===== src/hw/rtl/narr_pkg.sv =====
`timescale 1ns / 1ps
// ----------------------------------------------------------------------------
// narr_pkg
// Shared types and constants of the NACK ARQ reorder receiver.
// ----------------------------------------------------------------------------
package narr_pkg;

	localparam int unsigned SEQ_BITS     = 32;
	localparam int unsigned WORD_BITS    = 64;
	localparam int unsigned MS_BITS      = 10;
	localparam int unsigned CFG_IDX_BITS = 3;
	localparam int unsigned MAX_RESULTS  = 32;
	localparam int unsigned CNT_BITS     = 6;

	localparam logic [CFG_IDX_BITS-1:0] REG_DEADLINE_ENABLE = 3'd0;
	localparam logic [CFG_IDX_BITS-1:0] REG_DEADLINE_BASE   = 3'd1;
	localparam logic [CFG_IDX_BITS-1:0] REG_FRAME_PERIOD    = 3'd2;
	localparam logic [CFG_IDX_BITS-1:0] REG_GRACE           = 3'd3;
	localparam logic [CFG_IDX_BITS-1:0] REG_RENACK          = 3'd4;

	localparam logic                KIND_NACK    = 1'b0;
	localparam logic                KIND_DELIVER = 1'b1;
	localparam logic                ACT_PACKET   = 1'b0;
	localparam logic                ACT_TICK     = 1'b1;

	typedef struct packed {
		logic                deadline_enable;
		logic [SEQ_BITS-1:0] deadline_base_ms;
		logic [MS_BITS-1:0]  frame_period_ms;
		logic [MS_BITS-1:0]  grace_ms;
		logic [MS_BITS-1:0]  repeat_gap_ms;
	} cfg_t;

	typedef struct packed {
		logic                 kind;
		logic [SEQ_BITS-1:0]  seq;
		logic [WORD_BITS-1:0] payload;
		logic                 last;
	} result_t;

endpackage


===== src/hw/rtl/narr_ram.sv =====
`timescale 1ns / 1ps
// ----------------------------------------------------------------------------
// narr_ram
// Simple dual-port synchronous RAM, one write and one registered read port.
// ----------------------------------------------------------------------------
module narr_ram #(
	parameter int unsigned WIDTH = 8,
	parameter int unsigned DEPTH = 16
) (
	input  logic                     clk,
	input  logic                     we,
	input  logic [$clog2(DEPTH)-1:0] waddr,
	input  logic [WIDTH-1:0]         wdata,
	input  logic                     re,
	input  logic [$clog2(DEPTH)-1:0] raddr,
	output logic [WIDTH-1:0]         rdata
);

	logic [WIDTH-1:0] mem_q [DEPTH];

	always_ff @(posedge clk) begin
		if (we) begin
			mem_q[waddr] <= wdata;
		end
	end

	always_ff @(posedge clk) begin
		if (re) begin
			rdata <= mem_q[raddr];
		end
	end

endmodule


===== src/hw/rtl/narr_engine.sv =====
`timescale 1ns / 1ps
// ----------------------------------------------------------------------------
// narr_engine
// Sequencer over the slot and NACK memories: store, NACK pass, delivery.
// ----------------------------------------------------------------------------
module narr_engine #(
	parameter int unsigned RING_DEPTH   = 16,
	parameter int unsigned PAYLOAD_BITS = 64
) (
	input  logic                                    clk,
	input  logic                                    arst_n,
	input  narr_pkg::cfg_t                          cfg,
	input  logic                                    in_valid,
	output logic                                    in_ready,
	input  logic                                    action,
	input  logic [narr_pkg::SEQ_BITS-1:0]           seq,
	input  logic [narr_pkg::WORD_BITS-1:0]          payload_word,
	input  logic [narr_pkg::SEQ_BITS-1:0]           now_ms,
	output logic                                    res_valid,
	input  logic                                    res_ready,
	output narr_pkg::result_t                       res
);

	localparam int unsigned IW  = $clog2(RING_DEPTH);
	localparam int unsigned SW  = $clog2(RING_DEPTH + 1);
	localparam int unsigned SB  = narr_pkg::SEQ_BITS;
	localparam int unsigned MW  = SB + PAYLOAD_BITS;
	localparam int unsigned NW  = 2 * SB;
	localparam int unsigned PW  = SB + narr_pkg::MS_BITS;
	localparam int unsigned DW  = PW + 1;
	localparam logic [IW-1:0] IDX_LAST = IW'(RING_DEPTH - 1);

	typedef enum logic [9:0] {
		ST_IDLE  = 10'b0000000001,
		ST_MOD   = 10'b0000000010,
		ST_SA    = 10'b0000000100,
		ST_SB    = 10'b0000001000,
		ST_NINIT = 10'b0000010000,
		ST_NA    = 10'b0000100000,
		ST_NB    = 10'b0001000000,
		ST_DA    = 10'b0010000000,
		ST_DB    = 10'b0100000000,
		ST_FIN   = 10'b1000000000
	} state_t;

	state_t                         state_q;
	logic                           started_q;
	logic [SB-1:0]                  next_q, highest_q, cur_q;
	logic [IW-1:0]                  next_idx_q, high_idx_q, cur_idx_q, rem_q;
	logic [SB-1:0]                  seq_q, now_q, sh_q;
	logic [PAYLOAD_BITS-1:0]        data_q;
	logic [2:0]                     mcnt_q;
	logic [SW-1:0]                  skips_q;
	logic [narr_pkg::CNT_BITS-1:0]  cnt_q;
	logic [RING_DEPTH-1:0]          slot_valid_q, nack_valid_q;
	logic                           pend_valid_q;
	narr_pkg::result_t              pend_q;
	logic [PW-1:0]                  prod_s1;
	logic [DW-1:0]                  base_grace_q;

	logic                           slot_we, slot_re, nack_we, nack_re;
	logic [IW-1:0]                  slot_waddr, slot_raddr;
	logic [MW-1:0]                  slot_wdata, slot_rdata;
	logic [NW-1:0]                  nack_wdata, nack_rdata;
	logic [IW-1:0]                  rem_n;
	logic [IW:0]                    mod_t;
	logic                           holds, nack_fresh, past_due, emit_req, cnt_full, go;
	narr_pkg::result_t              new_res;

	narr_ram #(.WIDTH(MW), .DEPTH(RING_DEPTH)) u_slot_ram (
		.clk   (clk),
		.we    (slot_we),
		.waddr (slot_waddr),
		.wdata (slot_wdata),
		.re    (slot_re),
		.raddr (slot_raddr),
		.rdata (slot_rdata)
	);

	narr_ram #(.WIDTH(NW), .DEPTH(RING_DEPTH)) u_nack_ram (
		.clk   (clk),
		.we    (nack_we),
		.waddr (cur_idx_q),
		.wdata (nack_wdata),
		.re    (nack_re),
		.raddr (cur_idx_q),
		.rdata (nack_rdata)
	);

	// seq modulo ring depth, four bits per cycle
	always_comb begin
		rem_n = rem_q;
		mod_t = '0;
		for (int k = 0; k < 4; k++) begin
			mod_t = {rem_n, sh_q[SB-1-k]};
			if (mod_t >= (IW+1)'(RING_DEPTH)) begin
				mod_t = mod_t - (IW+1)'(RING_DEPTH);
			end
			rem_n = mod_t[IW-1:0];
		end
	end

	always_comb begin
		slot_re    = 1'b0;
		slot_raddr = rem_q;
		unique case (state_q)
			ST_SA:   begin slot_re = 1'b1; slot_raddr = rem_q;      end
			ST_NA:   begin slot_re = 1'b1; slot_raddr = cur_idx_q;  end
			ST_DA:   begin slot_re = 1'b1; slot_raddr = next_idx_q; end
			default: begin slot_re = 1'b0; slot_raddr = rem_q;      end
		endcase
		nack_re = (state_q == ST_NA);

		holds = (state_q == ST_DB) ?
			(slot_valid_q[next_idx_q] && slot_rdata[MW-1 -: SB] == next_q) :
			(slot_valid_q[cur_idx_q] && slot_rdata[MW-1 -: SB] == cur_q);
		nack_fresh = nack_valid_q[cur_idx_q] && nack_rdata[NW-1 -: SB] == cur_q &&
			((now_q - nack_rdata[SB-1:0]) < SB'(cfg.repeat_gap_ms));
		past_due = cfg.deadline_enable && (skips_q < SW'(RING_DEPTH)) &&
			({{(DW-SB){1'b0}}, now_q} > (DW'(prod_s1) + base_grace_q));

		emit_req = (state_q == ST_NB && !holds && !nack_fresh) ||
			(state_q == ST_DB && holds);
		cnt_full = (cnt_q == narr_pkg::CNT_BITS'(narr_pkg::MAX_RESULTS));
		go       = !emit_req || cnt_full || !pend_valid_q || res_ready;

		new_res.kind    = (state_q == ST_DB) ? narr_pkg::KIND_DELIVER : narr_pkg::KIND_NACK;
		new_res.seq     = (state_q == ST_DB) ? next_q : cur_q;
		new_res.payload = (state_q == ST_DB) ?
			narr_pkg::WORD_BITS'(slot_rdata[PAYLOAD_BITS-1:0]) : '0;
		new_res.last    = 1'b0;

		slot_we    = (state_q == ST_SB) && !(slot_valid_q[rem_q] &&
			slot_rdata[MW-1 -: SB] == seq_q);
		slot_waddr = rem_q;
		slot_wdata = {seq_q, data_q};
		nack_we    = (state_q == ST_NB) && emit_req && go;
		nack_wdata = {cur_q, now_q};

		res_valid = pend_valid_q && ((emit_req && !cnt_full) || state_q == ST_FIN);
		res       = pend_q;
		res.last  = (state_q == ST_FIN);
		in_ready  = (state_q == ST_IDLE);
	end

	always_ff @(posedge clk) begin
		base_grace_q <= DW'(cfg.deadline_base_ms) + DW'(cfg.grace_ms);
		if (state_q == ST_DA) begin
			prod_s1 <= PW'(next_q) * PW'(cfg.frame_period_ms);
		end
		if (state_q == ST_IDLE && in_valid) begin
			seq_q  <= seq;
			now_q  <= now_ms;
			data_q <= payload_word[PAYLOAD_BITS-1:0];
		end
		if (emit_req && go && !cnt_full) begin
			pend_q <= new_res;
		end
	end

	always_ff @(posedge clk or negedge arst_n) begin
		if (!arst_n) begin
			state_q      <= ST_IDLE;
			started_q    <= 1'b0;
			next_q       <= '0;
			highest_q    <= '0;
			next_idx_q   <= '0;
			high_idx_q   <= '0;
			cur_q        <= '0;
			cur_idx_q    <= '0;
			rem_q        <= '0;
			sh_q         <= '0;
			mcnt_q       <= '0;
			skips_q      <= '0;
			cnt_q        <= '0;
			slot_valid_q <= '0;
			nack_valid_q <= '0;
			pend_valid_q <= 1'b0;
		end else begin
			if (emit_req && go && !cnt_full) begin
				pend_valid_q <= 1'b1;
				cnt_q        <= cnt_q + 1'b1;
			end
			unique case (state_q)
				ST_IDLE: begin
					if (in_valid) begin
						cnt_q   <= '0;
						skips_q <= '0;
						sh_q    <= seq;
						rem_q   <= '0;
						mcnt_q  <= '0;
						if (action == narr_pkg::ACT_PACKET) begin
							state_q <= ST_MOD;
						end else if (started_q) begin
							state_q <= ST_NINIT;
						end
					end
				end
				ST_MOD: begin
					rem_q  <= rem_n;
					sh_q   <= sh_q << 4;
					mcnt_q <= mcnt_q + 1'b1;
					if (mcnt_q == 3'd7) begin
						state_q <= ST_SA;
						if (!started_q) begin
							started_q  <= 1'b1;
							next_q     <= seq_q;
							next_idx_q <= rem_n;
							highest_q  <= seq_q;
							high_idx_q <= rem_n;
						end else if (seq_q > highest_q) begin
							highest_q  <= seq_q;
							high_idx_q <= rem_n;
						end
					end
				end
				ST_SA: begin
					state_q <= ST_SB;
				end
				ST_SB: begin
					if (slot_we) begin
						slot_valid_q[rem_q] <= 1'b1;
					end
					state_q <= ST_NINIT;
				end
				ST_NINIT: begin
					if ({1'b0, next_q} + (SB+1)'(RING_DEPTH) < {1'b0, highest_q}) begin
						cur_q     <= highest_q - SB'(RING_DEPTH);
						cur_idx_q <= high_idx_q;
					end else begin
						cur_q     <= next_q;
						cur_idx_q <= next_idx_q;
					end
					state_q <= ST_NA;
				end
				ST_NA: begin
					state_q <= (cur_q < highest_q) ? ST_NB : ST_DA;
				end
				ST_NB: begin
					if (go) begin
						if (nack_we) begin
							nack_valid_q[cur_idx_q] <= 1'b1;
						end
						cur_q     <= cur_q + 1'b1;
						cur_idx_q <= (cur_idx_q == IDX_LAST) ? '0 : cur_idx_q + 1'b1;
						state_q   <= ST_NA;
					end
				end
				ST_DA: begin
					state_q <= ST_DB;
				end
				ST_DB: begin
					if (holds || past_due) begin
						if (go) begin
							if (holds) begin
								slot_valid_q[next_idx_q] <= 1'b0;
							end else begin
								skips_q <= skips_q + 1'b1;
							end
							next_q <= next_q + 1'b1;
							if (next_q == '1 || next_idx_q == IDX_LAST) begin
								next_idx_q <= '0;
							end else begin
								next_idx_q <= next_idx_q + 1'b1;
							end
							state_q <= ST_DA;
						end
					end else begin
						state_q <= ST_FIN;
					end
				end
				ST_FIN: begin
					if (!pend_valid_q || res_ready) begin
						pend_valid_q <= 1'b0;
						state_q      <= ST_IDLE;
					end
				end
				default: begin
					state_q <= ST_IDLE;
				end
			endcase
		end
	end

`ifndef SYNTHESIS
	a_idle_drained: assert property (@(posedge clk) disable iff (!arst_n)
		(state_q == ST_IDLE) |-> !pend_valid_q)
		else $error("result left pending in idle");
	a_cnt_bound: assert property (@(posedge clk) disable iff (!arst_n)
		cnt_q <= narr_pkg::CNT_BITS'(narr_pkg::MAX_RESULTS))
		else $error("result count overrun");
	a_skip_bound: assert property (@(posedge clk) disable iff (!arst_n)
		skips_q <= SW'(RING_DEPTH))
		else $error("skip count overrun");
	a_nack_window: assert property (@(posedge clk) disable iff (!arst_n)
		(state_q == ST_NB) |-> (cur_q < highest_q))
		else $error("NACK step outside window");
`endif

endmodule


===== src/hw/rtl/nack_arq_reorder_receiver_top.sv =====
`timescale 1ns / 1ps
// ----------------------------------------------------------------------------
// nack_arq_reorder_receiver_top
// Receiver of a NACK based ARQ link with reorder ring and in-order delivery.
// ----------------------------------------------------------------------------
// Packet: store, NACK pass over N window steps, delivery over M steps; tick: the last two,
// N the NACK window size (<= depth), M the deliveries plus skips (<= 2*depth).
// seq modulo depth runs in ST_MOD; every window or delivery step is a read, then a decide.
// A result waits in the engine until the next one or the item end, then passes one
// output register; a stalled output stalls the engine. Ticks before the first packet
// are dropped. Reset clears ring/NACK valid bits and sequence state; memories keep data.
module nack_arq_reorder_receiver_top #(
	parameter int unsigned RING_DEPTH   = 16,
	parameter int unsigned PAYLOAD_BITS = 64
) (
	input  logic                                  clk,
	input  logic                                  arst_n,
	input  logic                                  cfg_valid,
	output logic                                  cfg_ready,
	input  logic [narr_pkg::CFG_IDX_BITS-1:0]     cfg_index,
	input  logic [narr_pkg::SEQ_BITS-1:0]         cfg_data,
	input  logic                                  in_valid,
	output logic                                  in_ready,
	input  logic                                  action,
	input  logic [narr_pkg::SEQ_BITS-1:0]         seq,
	input  logic [narr_pkg::WORD_BITS-1:0]        payload_word,
	input  logic [narr_pkg::SEQ_BITS-1:0]         now_ms,
	output logic                                  out_valid,
	input  logic                                  out_ready,
	output logic                                  kind,
	output logic [narr_pkg::SEQ_BITS-1:0]         out_seq,
	output logic [narr_pkg::WORD_BITS-1:0]        out_payload,
	output logic                                  last
);

	narr_pkg::cfg_t    cfg_q;
	narr_pkg::result_t res, out_q;
	logic              res_valid, res_ready, out_valid_q;

	assign cfg_ready = 1'b1;

	always_ff @(posedge clk or negedge arst_n) begin
		if (!arst_n) begin
			cfg_q.deadline_enable  <= 1'b0;
			cfg_q.deadline_base_ms <= 32'd40;
			cfg_q.frame_period_ms  <= 10'd20;
			cfg_q.grace_ms         <= 10'd1;
			cfg_q.repeat_gap_ms    <= 10'd25;
		end else if (cfg_valid) begin
			unique case (cfg_index)
				narr_pkg::REG_DEADLINE_ENABLE: cfg_q.deadline_enable  <= cfg_data[0];
				narr_pkg::REG_DEADLINE_BASE:   cfg_q.deadline_base_ms <= cfg_data;
				narr_pkg::REG_FRAME_PERIOD:
					cfg_q.frame_period_ms <= cfg_data[narr_pkg::MS_BITS-1:0];
				narr_pkg::REG_GRACE:    cfg_q.grace_ms  <= cfg_data[narr_pkg::MS_BITS-1:0];
				narr_pkg::REG_RENACK:
					cfg_q.repeat_gap_ms <= cfg_data[narr_pkg::MS_BITS-1:0];
				default: begin
				end
			endcase
		end
	end

	narr_engine #(
		.RING_DEPTH   (RING_DEPTH),
		.PAYLOAD_BITS (PAYLOAD_BITS)
	) u_engine (
		.clk          (clk),
		.arst_n       (arst_n),
		.cfg          (cfg_q),
		.in_valid     (in_valid),
		.in_ready     (in_ready),
		.action       (action),
		.seq          (seq),
		.payload_word (payload_word),
		.now_ms       (now_ms),
		.res_valid    (res_valid),
		.res_ready    (res_ready),
		.res          (res)
	);

	// hold the result until taken
	assign res_ready = !out_valid_q || out_ready;

	always_ff @(posedge clk or negedge arst_n) begin
		if (!arst_n) begin
			out_valid_q <= 1'b0;
		end else if (res_ready) begin
			out_valid_q <= res_valid;
		end
	end

	always_ff @(posedge clk) begin
		if (res_ready && res_valid) begin
			out_q <= res;
		end
	end

	assign out_valid   = out_valid_q;
	assign kind        = out_q.kind;
	assign out_seq     = out_q.seq;
	assign out_payload = out_q.payload;
	assign last        = out_q.last;

endmodule

===== config.mk =====
export PLATFORM = sky130hd
export DESIGN_NAME = nack_arq_reorder_receiver_top
export DESIGN_NICKNAME = d
export VERILOG_FILES = /design/src/hw/rtl/narr_pkg.sv /design/src/hw/rtl/narr_ram.sv /design/src/hw/rtl/narr_engine.sv /design/src/hw/rtl/nack_arq_reorder_receiver_top.sv
export SDC_FILE = /design/constraint.sdc
export NUM_CORES = 2
export LEC_CHECK = 0
export BUFFER_PORTS_ARGS = -buffer_cell sky130_fd_sc_hd__buf_2
export CORE_ASPECT_RATIO = 0.7
export CORE_MARGIN = 1.5
export CORE_UTILIZATION = 50
export DETAILED_ROUTE_END_ITERATION = 10
export PLACE_DENSITY = 0.68
export SYNTH_ARGS = -nofsm -noshare
export SYNTH_HDL_FRONTEND = slang
export SYNTH_HIERARCHICAL = 1
export SYNTH_SLANG_ARGS = --single-unit

===== constraint.sdc =====
create_clock -name clk -period 12.87 [get_ports clk]
set_input_delay 2.574 -clock clk [delete_from_list [all_inputs] [get_ports clk]]
set_output_delay 2.574 -clock clk [all_outputs]
set_load 0.05 [all_outputs]

==> results.md <==
- Root Driver: clkbuf_16
- Synth Warn #: 6
- Clock power frac: 0.283
- Placed Area: 155000 µm²
- Unique masters post-synth: 102
- Number of nets still failing antenna checks after routing: 0
- Min-delay worst type: flop to flop
- P&R area growth vs syn: 11.5%
- Clock-pin slew on the worst setup and hold paths: 0.07 ns
- DR pass1 iterations: 8
- Fmax: 126 MHz
- Final setup violation count: 0
- CORE AREA: a little under 300000 µm²
- Post-synth top flop: edfxtp_1
- Resize count post-CTS: 0
- TritonCTS Sinks: 3384
- Slew margin rel.: 0.0968
- Initial antenna violation count: 21
- DR vias: 84788
- Detail Placement HPWL: 254000 µm
- Die area: about 300000 µm²
- Worst setup SP type: flop
- Post-route cell area: approximately 170000 µm²
- Final WL: 416000 µm
- Reg-to-reg endpoint: u_engine/next_q[1]
- Die Wd: 654 µm
- Critical Path Fanout Max: 34
- P_leak: 0.0570 µW
- Slew Limit Fails: 0
- Site row count: 167
- Vias in the first global route: 84519
- Ports: 270
- Area leader, netlist: edfxtp_1
- Outcome: complete, no violations
- Fraction of registers with async set/reset: 0.0786
- Hold EP: out_payload[14]
- Min-Delay Startpoint: u_engine/res[15]
- Clock buffer depth: 4
- Finished Core Util: 0.559
- Initial Util: 0.502
- RSZ-0062 raised after global routing: no
- Drt drc: 0
- Multi-input logic area: 45100 µm²
- Worst VDD drop: 0.000266 V
- Crit Path Class: flop to flop
- Average routed wire per standard cell: 31.0 µm
- Nets: 9925
- Setup TNS: 0 ns
- Top-area cell type share of the netlist area: 0.625
- Grt ovf: 0
- Flops & latches, synth: 3384
- Die H: 459 µm
- Switch share: 0.329
- WP data required: 13.63 ns
- Syn avg cell area: 16.8 µm²
- Cells after Synth: 8842
- Fill count: 22625
- Post-synthesis net count: 9555
- CTS tree: yes
- CP Capture Type: flop
- Slew @ Worst Pin: 1.35 ns
- Switching pwr: 11100 µW
- Vias per cell: 6.30
- Worst EP arrival: between 8 and 9 ns
- Netlist Area Pre-Place: 148000 µm²
- Worst Reg-to-Reg Cells: 22
- Max-Cap Viols: 0
- Internal cell power: ~23000 µW
- Final Hold Slack: 0.409 ns
- Clk_lat worst skew: just over 0.9 ns
- Final min period: 7.93 ns
- Sequential Power Share: 0.410
- Sequential-to-total area share from yosys stat: 0.674
- WHS Path Cells: 0
- Register area: 100000 µm²
- Total track usage: 0.275
- Final Hold Violating Endpoints: 0
- Largest net degree at the start of global routing: roughly 130
- H-tree depth: 5
- RD Place Congestion: 0.977
- Period utilization: 0.616
- PortBufs: roughly 270
- Gate power share: 0.306
- Critical R2R Launch: u_engine/prod_s1[1]
- First-pass GRT wire length: 597000 µm
- PwrDens: 204 nW/µm²
- Hold buffer count at cts: 0
- Worst clock skew: 0.0861 ns
- Postcts setup bufs: 0
- R2R setup slack: 4.94 ns
- Area contributors post-synth: edfxtp_1 (62%), mux4_2 (10%), dfrtp_1 (4.3%), fa_1 (3.3%), ha_1 (2.6%)
- 1st-iter DRT viols: 11112
- Share of post-route cells with drive strength above 1: 0.198
- Number of synthesized flops with an enable pin: between 3000 and 4000
- Cts bufs inserted: between 300 and 400
cell type report:
type	instances	share of cell area
Antenna cell	8	0.000121
Sequential cell	3384	0.605
Clock buffer	379	0.0518
Tap cell	3971	0.0301
Inverter	383	0.00877
Clock inverter	210	0.0120
Multi-Input combinational cell	4610	0.273
Timing Repair Buffer	505	0.0198
cell usage after synthesis, drive strengths merged (241+ instances only):
cell    number
edfxtp    3085
mux4       659
nand2      630
inv        382
a22oi      337
ha         303
clkbuf     293
and2       259
dfrtp      257
nor2       255
a21oi      241
fa         241
o21ai      241
power by group through the flow:
stage | Sequential (µW) | Combinational, µW | Clock [µW]
finish | 13900 | 10300 | 9570
global route | 13900 | 11300 | 10100
CTS | 13800 | 10300 | 9740
detailed placement | 14100 | 10200 | 0
global placement | 14000 | 10100 | 0
floorplan | 13800 | 7190 | 0
kinds of logic after synthesis:
family                   synth area share
buffers and inverters              0.0247
flip-flops                          0.674
XOR/XNOR                           0.0166
AO/OA/AOI/OAI                      0.0550
adder cells (fa/ha/maj)            0.0581
multiplexers                        0.113
other                           0.0000253
AND/OR/NAND/NOR                    0.0589
placed cells by master, fill, tap and decap left out, drive strengths merged, types with 108 or more instances in the layout:
cell type / count
dfrtp: 257
and2: 259
a22oi: 337
nor2: 255
o21ai: 241
edfxtp: 3085
mux2: 108
buf: 505
clkbuf: 379
xnor2: 196
fa: 241
ha: 303
nand3: 116
a21oi: 241
nand2: 630
clkinv: 142
inv: 405
mux4: 659
worst max path at each step:
stage	start	endpoint	depth (start not counted)
after floorplan	u_engine/rem_q[1]	u_engine/u_slot_ram/mem_q[0][0]	7
after global routing	u_engine/prod_s1[1]	u_engine/next_q[1]	22
final	u_engine/prod_s1[1]	u_engine/next_q[1]	22
after detailed placement	cfg_q[25]	u_engine/prod_s1[41]	19
after global placement	cfg_q[25]	u_engine/prod_s1[41]	19
after CTS	cfg_q[25]	u_engine/prod_s1[41]	19
metal layers:
layer  up-vias  wire length, µm  share of wire  track usage
li1      35166                -              -            -
met1     44536           181000           0.43        0.427
met2      4475           178000           0.43        0.389
met3       603            47500           0.11       0.0729
met4         8             9910          0.024       0.0649
met5         -              307        0.00074            0
worst max-delay path, cell delays in order, from the launching register on:
cell	delay, ns
edfxtp_1	0.42
ha_1	0.33
a211oi_1	0.23
o21bai_1	0.14
a211oi_1	0.74
a31oi_1	0.21
buf_4	0.22
a21bo_2	0.25
a211oi_1	0.46
xor2_1	0.16
ha_1	0.37
nor2_1	0.09
a2111oi_1	0.45
o21ai_0	0.16
nor4b_1	0.47
nand4_1	0.19
a2111oi_0	0.46
nand3_1	0.12
nor4_1	0.79
nand4_1	0.17
buf_4	0.33
nand2_1	0.58
mux2_2	0.42
stage by stage:
step	power, µW	setup slack [ns]	instances
6_report	33800	4.94	13450
2_1_floorplan	21000	3.23	8842
4_1_cts	33900	4.97	13441
3_5_place_dp	24300	4.98	12852
5_1_grt	35400	4.57	13443
3_3_place_gp	24200	5.03	12851
flip-flops by register name, indices dropped and copies added (netlist names), 32 cells and up:
signal                     flops
u_engine/base_grace_q         33
u_engine/seq_q                32
u_engine/u_slot_ram/rdata     96
u_engine/prod_s1              42
u_engine/data_q               64
u_engine/highest_q            32
out_payload                   64
u_engine/res                  97
u_engine/now_q                32
u_engine/u_nack_ram/rdata     64
u_engine/cur_q                32
out_seq                       32
u_engine/u_slot_ram/mem_q   1536
u_engine/next_q               32
u_engine/u_nack_ram/mem_q   1024
u_engine/sh_q                 32
cfg_q                         63
No activity file was read; power rests on OpenSTA's default activity.
